`config.mk`:
```
export PLATFORM = sky130hd
export DESIGN_NAME = spiking_neuron_euler_step
export DESIGN_NICKNAME = d
export VERILOG_FILES = /design/src/rtl/core/izn_pkg.sv /design/src/rtl/core/spiking_neuron_euler_step.sv /design/src/rtl/core/izn_cfg.sv /design/src/rtl/core/izn_mac.sv
export SDC_FILE = /design/constraint.sdc
export NUM_CORES = 2
export LEC_CHECK = 0
export BUFFER_PORTS_ARGS = -buffer_cell sky130_fd_sc_hd__buf_4
export CAP_MARGIN = 20
export CORE_MARGIN = 4
export CORE_UTILIZATION = 45
export DETAILED_ROUTE_END_ITERATION = 10
export SLEW_MARGIN = 0
export SYNTH_ARGS = -nofsm -noshare
export SYNTH_HDL_FRONTEND = slang
export SYNTH_SLANG_ARGS = --single-unit
```
`constraint.sdc`:
```
create_clock -name i_clk -period 8.3 [get_ports i_clk]
set_clock_uncertainty 0.15 [all_clocks]
set_input_delay 2.075 -clock i_clk [delete_from_list [all_inputs] [get_ports i_clk]]
set_output_delay 2.075 -clock i_clk [all_outputs]
set_load 0.05 [all_outputs]
```
`src/rtl/core/izn_pkg.sv`:
```
package izn_pkg;

    // Field widths
    localparam int C_W      = 32;
    localparam int C_IDX_W  = 3;
    localparam int C_MA_W   = 35;
    localparam int C_MB_W   = 33;
    localparam int C_P_W    = C_MA_W + C_MB_W;
    localparam int C_Q32_W  = C_P_W - 32;

    localparam int C_FRAC_BITS = 16;

    // Step constants as positive Q0.32 in a signed 33-bit field: dt/cm and dt
    localparam logic signed [C_MB_W-1:0] C_DT_OVER_CM = 33'sd373475;
    localparam logic signed [C_MB_W-1:0] C_DT         = 33'sd42949673;

    // Register reset values
    localparam logic signed [C_W-1:0] C_RST_RATE  = 32'sd0;
    localparam logic signed [C_W-1:0] C_RST_GAIN  = 32'sd0;
    localparam logic signed [C_W-1:0] C_RST_JUMP  = 32'sd0;
    localparam logic signed [C_W-1:0] C_RST_KLO   = 32'sd0;
    localparam logic signed [C_W-1:0] C_RST_KHI   = 32'sd216269;
    localparam logic signed [C_W-1:0] C_RST_REST  = -32'sd4050125;
    localparam logic signed [C_W-1:0] C_RST_THR   = -32'sd3735552;
    localparam logic signed [C_W-1:0] C_RST_PEAK  = 32'sd1481114;

    typedef enum logic [C_IDX_W-1:0] {
        CFG_RATE  = 3'd0,
        CFG_GAIN  = 3'd1,
        CFG_JUMP  = 3'd2,
        CFG_KLO   = 3'd3,
        CFG_KHI   = 3'd4,
        CFG_REST  = 3'd5,
        CFG_THR   = 3'd6,
        CFG_PEAK  = 3'd7
    } t_cfg_idx;

    typedef struct packed {
        logic signed [C_W-1:0] rate;
        logic signed [C_W-1:0] gain;
        logic signed [C_W-1:0] jump;
        logic signed [C_W-1:0] k_lo;
        logic signed [C_W-1:0] k_hi;
        logic signed [C_W-1:0] rest;
        logic signed [C_W-1:0] thr;
        logic signed [C_W-1:0] peak;
    } t_cfg;

    typedef enum logic [3:0] {
        S_IDLE,
        S_DIFF,
        S_MUL,
        S_QUAD,
        S_KQ,
        S_VN,
        S_VD,
        S_BR,
        S_SA,
        S_UN,
        S_FIN
    } t_state;

    // Clamp to the signed 32-bit range
    function automatic logic signed [C_W-1:0] f_sat32(input logic signed [63:0] x);
        logic signed [C_W-1:0] y;
        if (x > 64'sd2147483647) begin
            y = 32'sh7FFFFFFF;
        end else if (x < -64'sd2147483648) begin
            y = 32'sh80000000;
        end else begin
            y = x[C_W-1:0];
        end
        return y;
    endfunction

endpackage

```
`src/rtl/core/spiking_neuron_euler_step.sv`:
```
// Channel   Direction  Handshake                    Payload
// input     in         i_in_valid / o_in_stall      i_drive_current
// output    out        o_out_valid / i_out_stall    o_membrane_v, o_recovery_u, o_spiked
// config    in         i_cfg_we (no wait)           i_cfg_index, i_cfg_data
//
// One tick makes six passes through one shared 35x33 multiplier (operands registered,
// then the product registered), a voltage update, a recovery update and the finish
// step; a new tick transfers only once the previous one has left the finish step.
// A new tick is taken while the previous result waits in the output register;
// the finish step holds until that register is free.
// Synchronous active-low reset restores control and config registers, v = -60 mV and u = 0.
module spiking_neuron_euler_step #(
    parameter int FRAC_BITS = izn_pkg::C_FRAC_BITS
) (
    input  logic                           i_clk,
    input  logic                           i_rst_n,
    input  logic                           i_in_valid,
    output logic                           o_in_stall,
    input  logic signed [izn_pkg::C_W-1:0] i_drive_current,
    output logic                           o_out_valid,
    input  logic                           i_out_stall,
    output logic signed [izn_pkg::C_W-1:0] o_membrane_v,
    output logic signed [izn_pkg::C_W-1:0] o_recovery_u,
    output logic                           o_spiked,
    input  logic                           i_cfg_we,
    input  logic [izn_pkg::C_IDX_W-1:0]    i_cfg_index,
    input  logic [izn_pkg::C_W-1:0]        i_cfg_data
);
    import izn_pkg::*;

    localparam logic signed [63:0] START_V64 = -64'sd60 * (64'sd1 <<< FRAC_BITS);
    localparam logic signed [63:0] RESET_V64 = (-64'sd658 * (64'sd1 <<< FRAC_BITS) - 64'sd5)
                                               / 64'sd10;
    localparam logic signed [C_W-1:0] START_V = START_V64[C_W-1:0];
    localparam logic signed [C_W-1:0] RESET_V = RESET_V64[C_W-1:0];

    t_cfg w_cfg;

    t_state r_state, n_state;
    t_state r_ret, n_ret;

    logic signed [C_W-1:0]    r_v, n_v;
    logic signed [C_W-1:0]    r_u, n_u;
    logic signed [C_W-1:0]    r_cur, n_cur;
    logic signed [C_W-1:0]    r_vn, n_vn;
    logic signed [C_W-1:0]    r_un, n_un;
    logic signed [C_MA_W-1:0] r_op_a, n_op_a;
    logic signed [C_MB_W-1:0] r_op_b, n_op_b;

    logic signed [C_W-1:0] r_out_v, n_out_v;
    logic signed [C_W-1:0] r_out_u, n_out_u;
    logic                  r_out_spk, n_out_spk;
    logic                  r_out_valid, n_out_valid;

    logic signed [C_W-1:0]     w_frac;
    logic signed [C_Q32_W-1:0] w_q32;
    logic                      w_out_free;

    izn_cfg u_cfg (
        .i_clk       (i_clk),
        .i_rst_n     (i_rst_n),
        .i_cfg_we    (i_cfg_we),
        .i_cfg_index (i_cfg_index),
        .i_cfg_data  (i_cfg_data),
        .o_cfg       (w_cfg)
    );

    izn_mac #(
        .FRAC_BITS (FRAC_BITS)
    ) u_mac (
        .i_clk  (i_clk),
        .i_load (r_state == S_MUL),
        .i_op_a (r_op_a),
        .i_op_b (r_op_b),
        .o_frac (w_frac),
        .o_q32  (w_q32)
    );

    assign w_out_free = !r_out_valid || !i_out_stall;

    // Sequence one Euler step through the shared multiplier
    always_comb begin
        n_state     = r_state;
        n_ret       = r_ret;
        n_v         = r_v;
        n_u         = r_u;
        n_cur       = r_cur;
        n_vn        = r_vn;
        n_un        = r_un;
        n_op_a      = r_op_a;
        n_op_b      = r_op_b;
        n_out_v     = r_out_v;
        n_out_u     = r_out_u;
        n_out_spk   = r_out_spk;
        n_out_valid = r_out_valid && i_out_stall;
        case (r_state)
            S_IDLE: begin
                if (i_in_valid) begin
                    n_cur   = i_drive_current;
                    n_state = S_DIFF;
                end
            end
            S_DIFF: begin
                n_op_a  = C_MA_W'(f_sat32(64'(r_v) - 64'(w_cfg.rest)));
                n_op_b  = C_MB_W'(f_sat32(64'(r_v) - 64'(w_cfg.thr)));
                n_ret   = S_QUAD;
                n_state = S_MUL;
            end
            S_MUL: begin
                n_state = r_ret;
            end
            S_QUAD: begin
                n_op_a  = (r_v <= w_cfg.thr) ? C_MA_W'(w_cfg.k_lo) : C_MA_W'(w_cfg.k_hi);
                n_op_b  = C_MB_W'(w_frac);
                n_ret   = S_KQ;
                n_state = S_MUL;
            end
            S_KQ: begin
                // hold the sum exactly before scaling by dt/cm
                n_op_a  = C_MA_W'(w_frac) - C_MA_W'(r_u) + C_MA_W'(r_cur);
                n_op_b  = C_DT_OVER_CM;
                n_ret   = S_VN;
                n_state = S_MUL;
            end
            S_VN: begin
                n_vn    = f_sat32(64'(r_v) + 64'(w_q32));
                n_state = S_VD;
            end
            S_VD: begin
                n_op_a  = C_MA_W'(w_cfg.gain);
                n_op_b  = C_MB_W'(f_sat32(64'(r_vn) - 64'(w_cfg.rest)));
                n_ret   = S_BR;
                n_state = S_MUL;
            end
            S_BR: begin
                n_op_a  = C_MA_W'(w_cfg.rate);
                n_op_b  = C_MB_W'(f_sat32(64'(w_frac) - 64'(r_u)));
                n_ret   = S_SA;
                n_state = S_MUL;
            end
            S_SA: begin
                n_op_a  = C_MA_W'(w_frac);
                n_op_b  = C_DT;
                n_ret   = S_UN;
                n_state = S_MUL;
            end
            S_UN: begin
                n_un    = f_sat32(64'(r_u) + 64'(w_q32));
                n_state = S_FIN;
            end
            S_FIN: begin
                // wait until the output register can take the result
                if (w_out_free) begin
                    if (r_vn >= w_cfg.peak) begin
                        n_v       = RESET_V;
                        n_u       = f_sat32(64'(r_un) + 64'(w_cfg.jump));
                        n_out_spk = 1'b1;
                    end else begin
                        n_v       = r_vn;
                        n_u       = r_un;
                        n_out_spk = 1'b0;
                    end
                    n_out_v     = n_v;
                    n_out_u     = n_u;
                    n_out_valid = 1'b1;
                    n_state     = S_IDLE;
                end
            end
            default: begin
                n_state = S_IDLE;
            end
        endcase
    end

    // Control and neuron state
    always_ff @(posedge i_clk) begin
        if (!i_rst_n) begin
            r_state     <= S_IDLE;
            r_ret       <= S_IDLE;
            r_v         <= START_V;
            r_u         <= '0;
            r_out_valid <= 1'b0;
        end else begin
            r_state     <= n_state;
            r_ret       <= n_ret;
            r_v         <= n_v;
            r_u         <= n_u;
            r_out_valid <= n_out_valid;
        end
    end

    // Datapath holding registers
    always_ff @(posedge i_clk) begin
        r_cur     <= n_cur;
        r_vn      <= n_vn;
        r_un      <= n_un;
        r_op_a    <= n_op_a;
        r_op_b    <= n_op_b;
        r_out_v   <= n_out_v;
        r_out_u   <= n_out_u;
        r_out_spk <= n_out_spk;
    end

    assign o_in_stall   = (r_state != S_IDLE);
    assign o_out_valid  = r_out_valid;
    assign o_membrane_v = r_out_v;
    assign o_recovery_u = r_out_u;
    assign o_spiked     = r_out_spk;

    // A new result only appears from the finish step
    a_out_from_fin: assert property (@(posedge i_clk) disable iff (!i_rst_n)
        $rose(r_out_valid) |-> $past(r_state) == S_FIN)
        else $error("result appeared outside the finish step");

    // A spike always leaves the voltage at the reset level
    a_spike_reset: assert property (@(posedge i_clk) disable iff (!i_rst_n)
        r_out_valid && r_out_spk |-> r_out_v == RESET_V && r_v == RESET_V)
        else $error("spike without voltage reset");

    // A multiply pass always returns to a post-processing step
    a_mul_ret: assert property (@(posedge i_clk) disable iff (!i_rst_n)
        r_state == S_MUL |-> (r_ret == S_QUAD || r_ret == S_KQ || r_ret == S_VN ||
                              r_ret == S_BR || r_ret == S_SA || r_ret == S_UN))
        else $error("multiply pass with bad return step");

    // The finish step never overwrites a result that is still held
    a_no_overwrite: assert property (@(posedge i_clk) disable iff (!i_rst_n)
        r_state == S_FIN && r_out_valid && i_out_stall |=> r_state == S_FIN && r_out_valid)
        else $error("held result overwritten");

endmodule

```
`src/rtl/core/izn_cfg.sv`:
```
module izn_cfg (
    input  logic                          i_clk,
    input  logic                          i_rst_n,
    input  logic                          i_cfg_we,
    input  logic [izn_pkg::C_IDX_W-1:0]   i_cfg_index,
    input  logic [izn_pkg::C_W-1:0]       i_cfg_data,
    output izn_pkg::t_cfg                 o_cfg
);
    import izn_pkg::*;

    t_cfg r_cfg;
    t_cfg n_cfg;

    // Decode the write
    always_comb begin
        n_cfg = r_cfg;
        if (i_cfg_we) begin
            case (t_cfg_idx'(i_cfg_index))
                CFG_RATE: n_cfg.rate = $signed(i_cfg_data);
                CFG_GAIN: n_cfg.gain = $signed(i_cfg_data);
                CFG_JUMP: n_cfg.jump = $signed(i_cfg_data);
                CFG_KLO:  n_cfg.k_lo = $signed(i_cfg_data);
                CFG_KHI:  n_cfg.k_hi = $signed(i_cfg_data);
                CFG_REST: n_cfg.rest = $signed(i_cfg_data);
                CFG_THR:  n_cfg.thr  = $signed(i_cfg_data);
                CFG_PEAK: n_cfg.peak = $signed(i_cfg_data);
                default:  n_cfg = r_cfg;
            endcase
        end
    end

    always_ff @(posedge i_clk) begin
        if (!i_rst_n) begin
            r_cfg.rate <= C_RST_RATE;
            r_cfg.gain <= C_RST_GAIN;
            r_cfg.jump <= C_RST_JUMP;
            r_cfg.k_lo <= C_RST_KLO;
            r_cfg.k_hi <= C_RST_KHI;
            r_cfg.rest <= C_RST_REST;
            r_cfg.thr  <= C_RST_THR;
            r_cfg.peak <= C_RST_PEAK;
        end else begin
            r_cfg <= n_cfg;
        end
    end

    assign o_cfg = r_cfg;

endmodule

```
`src/rtl/core/izn_mac.sv`:
```
module izn_mac #(
    parameter int FRAC_BITS = izn_pkg::C_FRAC_BITS
) (
    input  logic                                 i_clk,
    input  logic                                 i_load,
    input  logic signed [izn_pkg::C_MA_W-1:0]    i_op_a,
    input  logic signed [izn_pkg::C_MB_W-1:0]    i_op_b,
    output logic signed [izn_pkg::C_W-1:0]       o_frac,
    output logic signed [izn_pkg::C_Q32_W-1:0]   o_q32
);
    import izn_pkg::*;

    localparam logic signed [C_P_W-1:0] HALF_F   = C_P_W'(64'sd1 <<< (FRAC_BITS - 1));
    localparam logic signed [C_P_W-1:0] HALF_Q32 = C_P_W'(64'sd1 <<< 31);

    logic signed [C_P_W-1:0] r_prod;
    logic signed [C_P_W-1:0] w_rnd_f;
    logic signed [C_P_W-1:0] w_shf_f;
    logic signed [C_P_W-1:0] w_rnd_q;
    logic signed [C_P_W-1:0] w_shf_q;

    // Multiply the held operands
    always_ff @(posedge i_clk) begin
        if (i_load) begin
            r_prod <= i_op_a * i_op_b;
        end
    end

    // Round half up, then clamp for the fraction-scaled product
    assign w_rnd_f = r_prod + HALF_F;
    assign w_shf_f = w_rnd_f >>> FRAC_BITS;
    assign o_frac  = f_sat32($signed(w_shf_f[63:0]));

    // Round half up for the Q0.32 step constants, left unclamped
    assign w_rnd_q = r_prod + HALF_Q32;
    assign w_shf_q = w_rnd_q >>> 32;
    assign o_q32   = $signed(w_shf_q[C_Q32_W-1:0]);

endmodule

```
**After elaboration in Yosys (flattened, before gate mapping)**

Cells that the tools add are included.

- Bits of input ports: 72
- Logic and storage cells: 117
- Flip-flop bits (word level): 626
- Output and inout port bits: 67

- $add $sub $neg: 11
- Order comparisons: 18
- Mux-type cells: 26
- Equality and inequality tests: 19
- Reductions and logical operators: 20
- Multiply operators: 1

Operators by type and width:

| operator | count |
|---|---|
| two-way mux 32 bit | 16 |
| case mux 35 bit (6 select lines) | 1 |
| case mux 33 bit (6 select lines) | 1 |
| > comparator 33 x 32 -> 1 bit, second input constant | 5 |
| less-than comparator 33 x 32 -> 1 bit, second input constant | 5 |
| subtractor 32 x 32 -> 33 bit | 5 |
| adder 32 x 36 -> 37 bit | 2 |
| > comparator 37 x 32 -> 1 bit, second input constant | 2 |
| less-than comparator 37 x 32 -> 1 bit, second input constant | 2 |
| adder 68 x 17 -> 68 bit, second input constant | 1 |
| adder 68 x 33 -> 68 bit, second input constant | 1 |
| multiplier 35 x 33 -> 68 bit | 1 |
| > comparator 52 x 32 -> 1 bit, second input constant | 1 |
| less-than comparator 52 x 32 -> 1 bit, second input constant | 1 |
| case mux 4 bit (6 select lines) | 2 |
| two-way mux 35 bit | 1 |
| adder 33 x 32 -> 34 bit | 1 |
| adder 32 x 32 -> 33 bit | 1 |
| greater-or-equal comparator 32 bit | 1 |
| <= comparator 32 bit | 1 |
| AND reduction 2 bit | 11 |
| == test 4 x 3 -> 1 bit, second input constant | 4 |
| == test 3 bit, second input constant | 4 |
| == test 4 bit, second input constant | 3 |
| 15 further kinds | 22 |

**Longest topological paths before layout**

- Depth after elaboration: 9
- Mapped depth: 30
- Depth with buffers taken out: 28

**Modules after synthesis**

Synthesis repeated with hierarchy kept, for this count alone.

- Cell total of the unflattened synthesis: 9229
- Area total of the unflattened synthesis: 83269.9 sq um

Modules (own cells, without submodules):

| module | area an instance (sq um) | cells an instance | times used | sequential area each (sq um) |
|---|---|---|---|---|
| izn_mac | 44426.4 | 4837 | 1 | 1591.5 |
| spiking_neuron_euler_step | 29276.8 | 3485 | 1 | 8277.9 |
| izn_cfg | 9566.7 | 907 | 1 | 5124.9 |

**Worst setup path before layout**

Ideal clock, no wire load.

- Path type: reg2reg
- Start point: register r_op_a[33]
- End point: register u_mac.r_prod[62], data pin
- Data arrival time: 8.398 ns
- Required time: 7.891 ns
- Stages on the path, launching flop included: 25
- Path slack: -0.506 ns
- Setup time: 0.259 ns
- Buffers on the path: 1
- Period minus slack after synthesis: 8.806 ns
- Cells stage by stage: edfxtp_1 clkbuf_1 nand2_1 inv_1 fa_1 inv_1 fa_1 inv_1 fa_1 fa_1 inv_1 fa_1 fa_1 fa_1 inv_1 fa_1 ha_1 a211o_1 a21oi_1 o22ai_1 a21oi_1 o21ai_0 a221o_1 a21oi_1 xnor2_1

- Word-level cells in the longest chain between the ends: 1

RTL lines:

| item | RTL line | text |
|---|---|---|
| from (decl) | spiking_neuron_euler_step.sv:47 | `logic signed [C_MA_W-1:0] r_op_a, n_op_a;` |
| from (signal assigned) | spiking_neuron_euler_step.sv:197 | `r_op_a <= n_op_a;` |
| multiplier 35 x 33 -> 68 bit | izn_mac.sv:25 | `r_prod <= i_op_a * i_op_b;` |
| to (signal assigned) | izn_mac.sv:25 |  |
| to (decl) | izn_mac.sv:16 | `logic signed [C_P_W-1:0] r_prod;` |

Every way passes these cells.
A chain may end at the register's enable or synchronous reset.

**Worst setup path in the final report**

- Start point: register r_op_a[5]
- End point: register u_mac.r_prod[48], data pin

The elaborated chain is that of the path after synthesis.

==> metrics.md <==
| Metric | Value |
|---|---|
| Cell mode on critical path | fa_1 |
| Asr flop ratio synth | 0 |
| Synth unique cells | 103 |
| Total number of yosys warnings | 0 |
| DRT antenna net count | 0 |
| Worst slack, placed | -0.5103 ns |
| Min-delay src | u_cfg.o_cfg[125] |
| Hold endpoint | u_cfg.o_cfg[125] |
| Final nets | 10.90k |
| R2R depth | 25 |
| Shortest period the worst path allows | 8.056 ns |
| Post-synthesis cell area | 79390 um2 |
| Wire per inst | 23.43 um |
| Most used DFF post-synth | dfxtp_1 |
| Mapped Cells | 8947 |
| Number of global-route vias before repair | 66.18k |
| Critical path's slowest cell | fa_2 |
| Row count | 153 |
| Final wirelength | 268900 um |
| GRT Residual Overflow | 0 |
| Worst skew pair latency | 0.69 ns |
| MaxCap Viol Count | 0 |
| Final Cycle Share | 0.9706 |
| Initial drt markers | 5880 |
| Die Ht | 428.0 um |
| WHS Path Cells | 2 |
| Starting Density | 0.4548 |
| First-pass DRT Iterations | 6 |
| Setup Viol. Count Final | 0 |
| First-pass GRT wire length | 409200 um |
| Final Hold Viols | 0 |
| Initial antenna violation count | 12 |
| Crit Path Max Fanout | 15 |
| Startpoint type of the worst setup path | register |
| DP Wirelength | 217900 um |
| Via density per instance | 5.660 |
| Max Buffers Root-to-Sink | 3 |
| Util after Layout | 0.5068 |
| Mean area per synthesized cell | 8.874 um2 |
| TritonCTS clock tree | done |
| Syn_nets | 10.76k |
| R2R Setup Slk | 0.24 ns |
| Clock Root Buffer | clkbuf_16 |
| Worst-margin pin slew | 1.188 ns |
| Die Span X | 428.0 um |
| Setup crit end kind | register |
| Routed via count | 64.97k |
| Die area | 183200 um2 |
| Fmax achieved | 124.1 MHz |
| CTS sink count | 609 |
| Hold Path Class | reg2reg |
| Placed inst area | 85220 um2 |
| DRC violations left | 0 |
| Synth-to-Final Area Change | 11.44% |
| Reg clk slew, reported paths | 0.06 ns |
| Largest net degree at the start of global routing | 88 |
| Io pins | 139 |
| I/O Buffers | 138 |
| Max Slew Vio Count | 0 |
| Worst setup margin | 0.2441 ns |
| Crit path largest cell delay | 0.64 ns |
| Crit path arrival time | 8.29 ns |
| CP Class | reg2reg |
| Finished Cell Area | 88480 um2 |
| CTS buffer count | 75 |
| Share of cells above drive strength 1 | 0.08908 |
| Rel. slew slack | 0.2025 |
| Core area | 174600 um2 |
| FF-to-FF End | u_mac.r_prod[48] |
| H-tree depth | 3 |
| RD Place Congestion | 0.9705 |
| RR Startpoint | r_op_a[5] |
| Post-synth EDFFs | 280 |
| Yosys reg bits | 609 |
| Register area share after synthesis | 0.1889 |
| Start point of the critical path | r_op_a[5] |
| Critical path required time | 8.53 ns |
| GRT Util Overall | 0.2901 |
| Status | finished clean |
[metrics by stage]
| step | setup TNS [ns] | instances | hold slack [ns] |
|---|---|---|---|
| 2_1_floorplan | 0 | 8947 | 0.2829 |
| 3_3_place_gp | -3.724 | 11303 | 0.2883 |
| 3_5_place_dp | -5.243 | 11306 | 0.2928 |
| 4_1_cts | 0 | 11448 | 0.3012 |
| 5_1_grt | -0.04348 | 11474 | 0.3168 |
| 6_report | 0 | 11477 | 0.3022 |
[how the worst max path moves through the flow]
| stage | to | slack [ns] |
|---|---|---|
| after floorplan | u_mac.r_prod[62] | 0.01 |
| after global placement | u_mac.r_prod[66] | -0.41 |
| after detailed placement | u_mac.r_prod[66] | -0.51 |
| after CTS | u_mac.r_prod[48] | 0.03 |
| after global routing | u_mac.r_prod[48] | -0.02 |
| final | u_mac.r_prod[48] | 0.24 |
[cells in the mapped netlist, types with 92 or more instances]
cell type	instances	area share
o21ai_0	238	0.015
nand3_1	121	0.0076
a21oi_1	580	0.037
a21o_1	209	0.020
edfxtp_1	280	0.11
ha_1	514	0.081
nor2_1	275	0.013
xnor2_1	216	0.024
dfxtp_1	329	0.083
inv_1	1334	0.063
xor2_1	146	0.016
fa_1	1223	0.31
nand2b_1	92	0.0072
nand2_1	1601	0.076
and2_1	349	0.028
clkbuf_1	417	0.020
[flip-flops by register name, indices dropped and copies added, names as in the netlist]
name          cells
u_cfg.o_cfg     256
u_mac.r_prod     53
r_op_a           34
o_membrane_v     32
o_recovery_u     32
r_cur            32
r_op_b           32
r_u              32
r_un             32
r_v              32
r_vn             32
r_ret             4
r_state           4
o_out_valid       1
o_spiked          1
[logic make-up (layout without fill, tap and decap cells)]
family	count (synthesis)	in the layout	share of synthesized area
fa+ha+maj	1737	1737	0.3894
simple gates	2770	2770	0.1589
xor+xnor	362	362	0.03993
other cells	0	3	0
compound gates	1612	1612	0.1298
flops	609	609	0.1889
buf+inv	1810	2012	0.08669
mux	47	47	0.006445
[per-layer routing]
layer	GRT usage	up-vias	routed length, um
met4	0.09582	10	11050
met5	0	-	56
met1	0.4027	32766	112700
met2	0.4666	2536	123700
li1	-	29162	-
met3	0.04346	491	21400
[cells in the final DEF, fill, tap and decap left out, types with 216 or more instances in the layout]
cell	n
inv_1	1332
xnor2_1	216
and2_1	349
ha_1	512
fa_1	1212
buf_4	452
o21ai_0	230
nor2_1	261
edfxtp_1	280
dfxtp_1	329
a21oi_1	569
nand2_1	1597
[final cells by class]
cell class / count / area, um2
antenna: 3 / 7.507
clock buffer: 94 / 2039
clock inverter: 45 / 619.3
fill: 16415 / 86110
inverter: 1335 / 5019
multi-input combinational: 6528 / 57900
sequential: 609 / 14990
tap: 2325 / 2909
timing repair buffer: 538 / 4989
[what timing repair did]
item | CTS | global route
hold buffers | 0 | 0
gates resized for setup | 12 | 66
gates cloned | 0 | 3
setup endpoints to repair | 21 | 24
pin swaps | 0 | 30
buffers inserted | 3 | 20
[critical path: cells and delay by family (launching register included)]
family | cells | cell delay, ns
xor+xnor | 1 | 0.15
buf+inv | 4 | 0.52
fa+ha+maj | 9 | 4.55
compound gates | 8 | 1.45
simple gates | 3 | 0.51
flops | 1 | 0.41
Power is not shown: default switching activity piles up to over one toggle a cycle in this logic, so the estimate is an artifact.
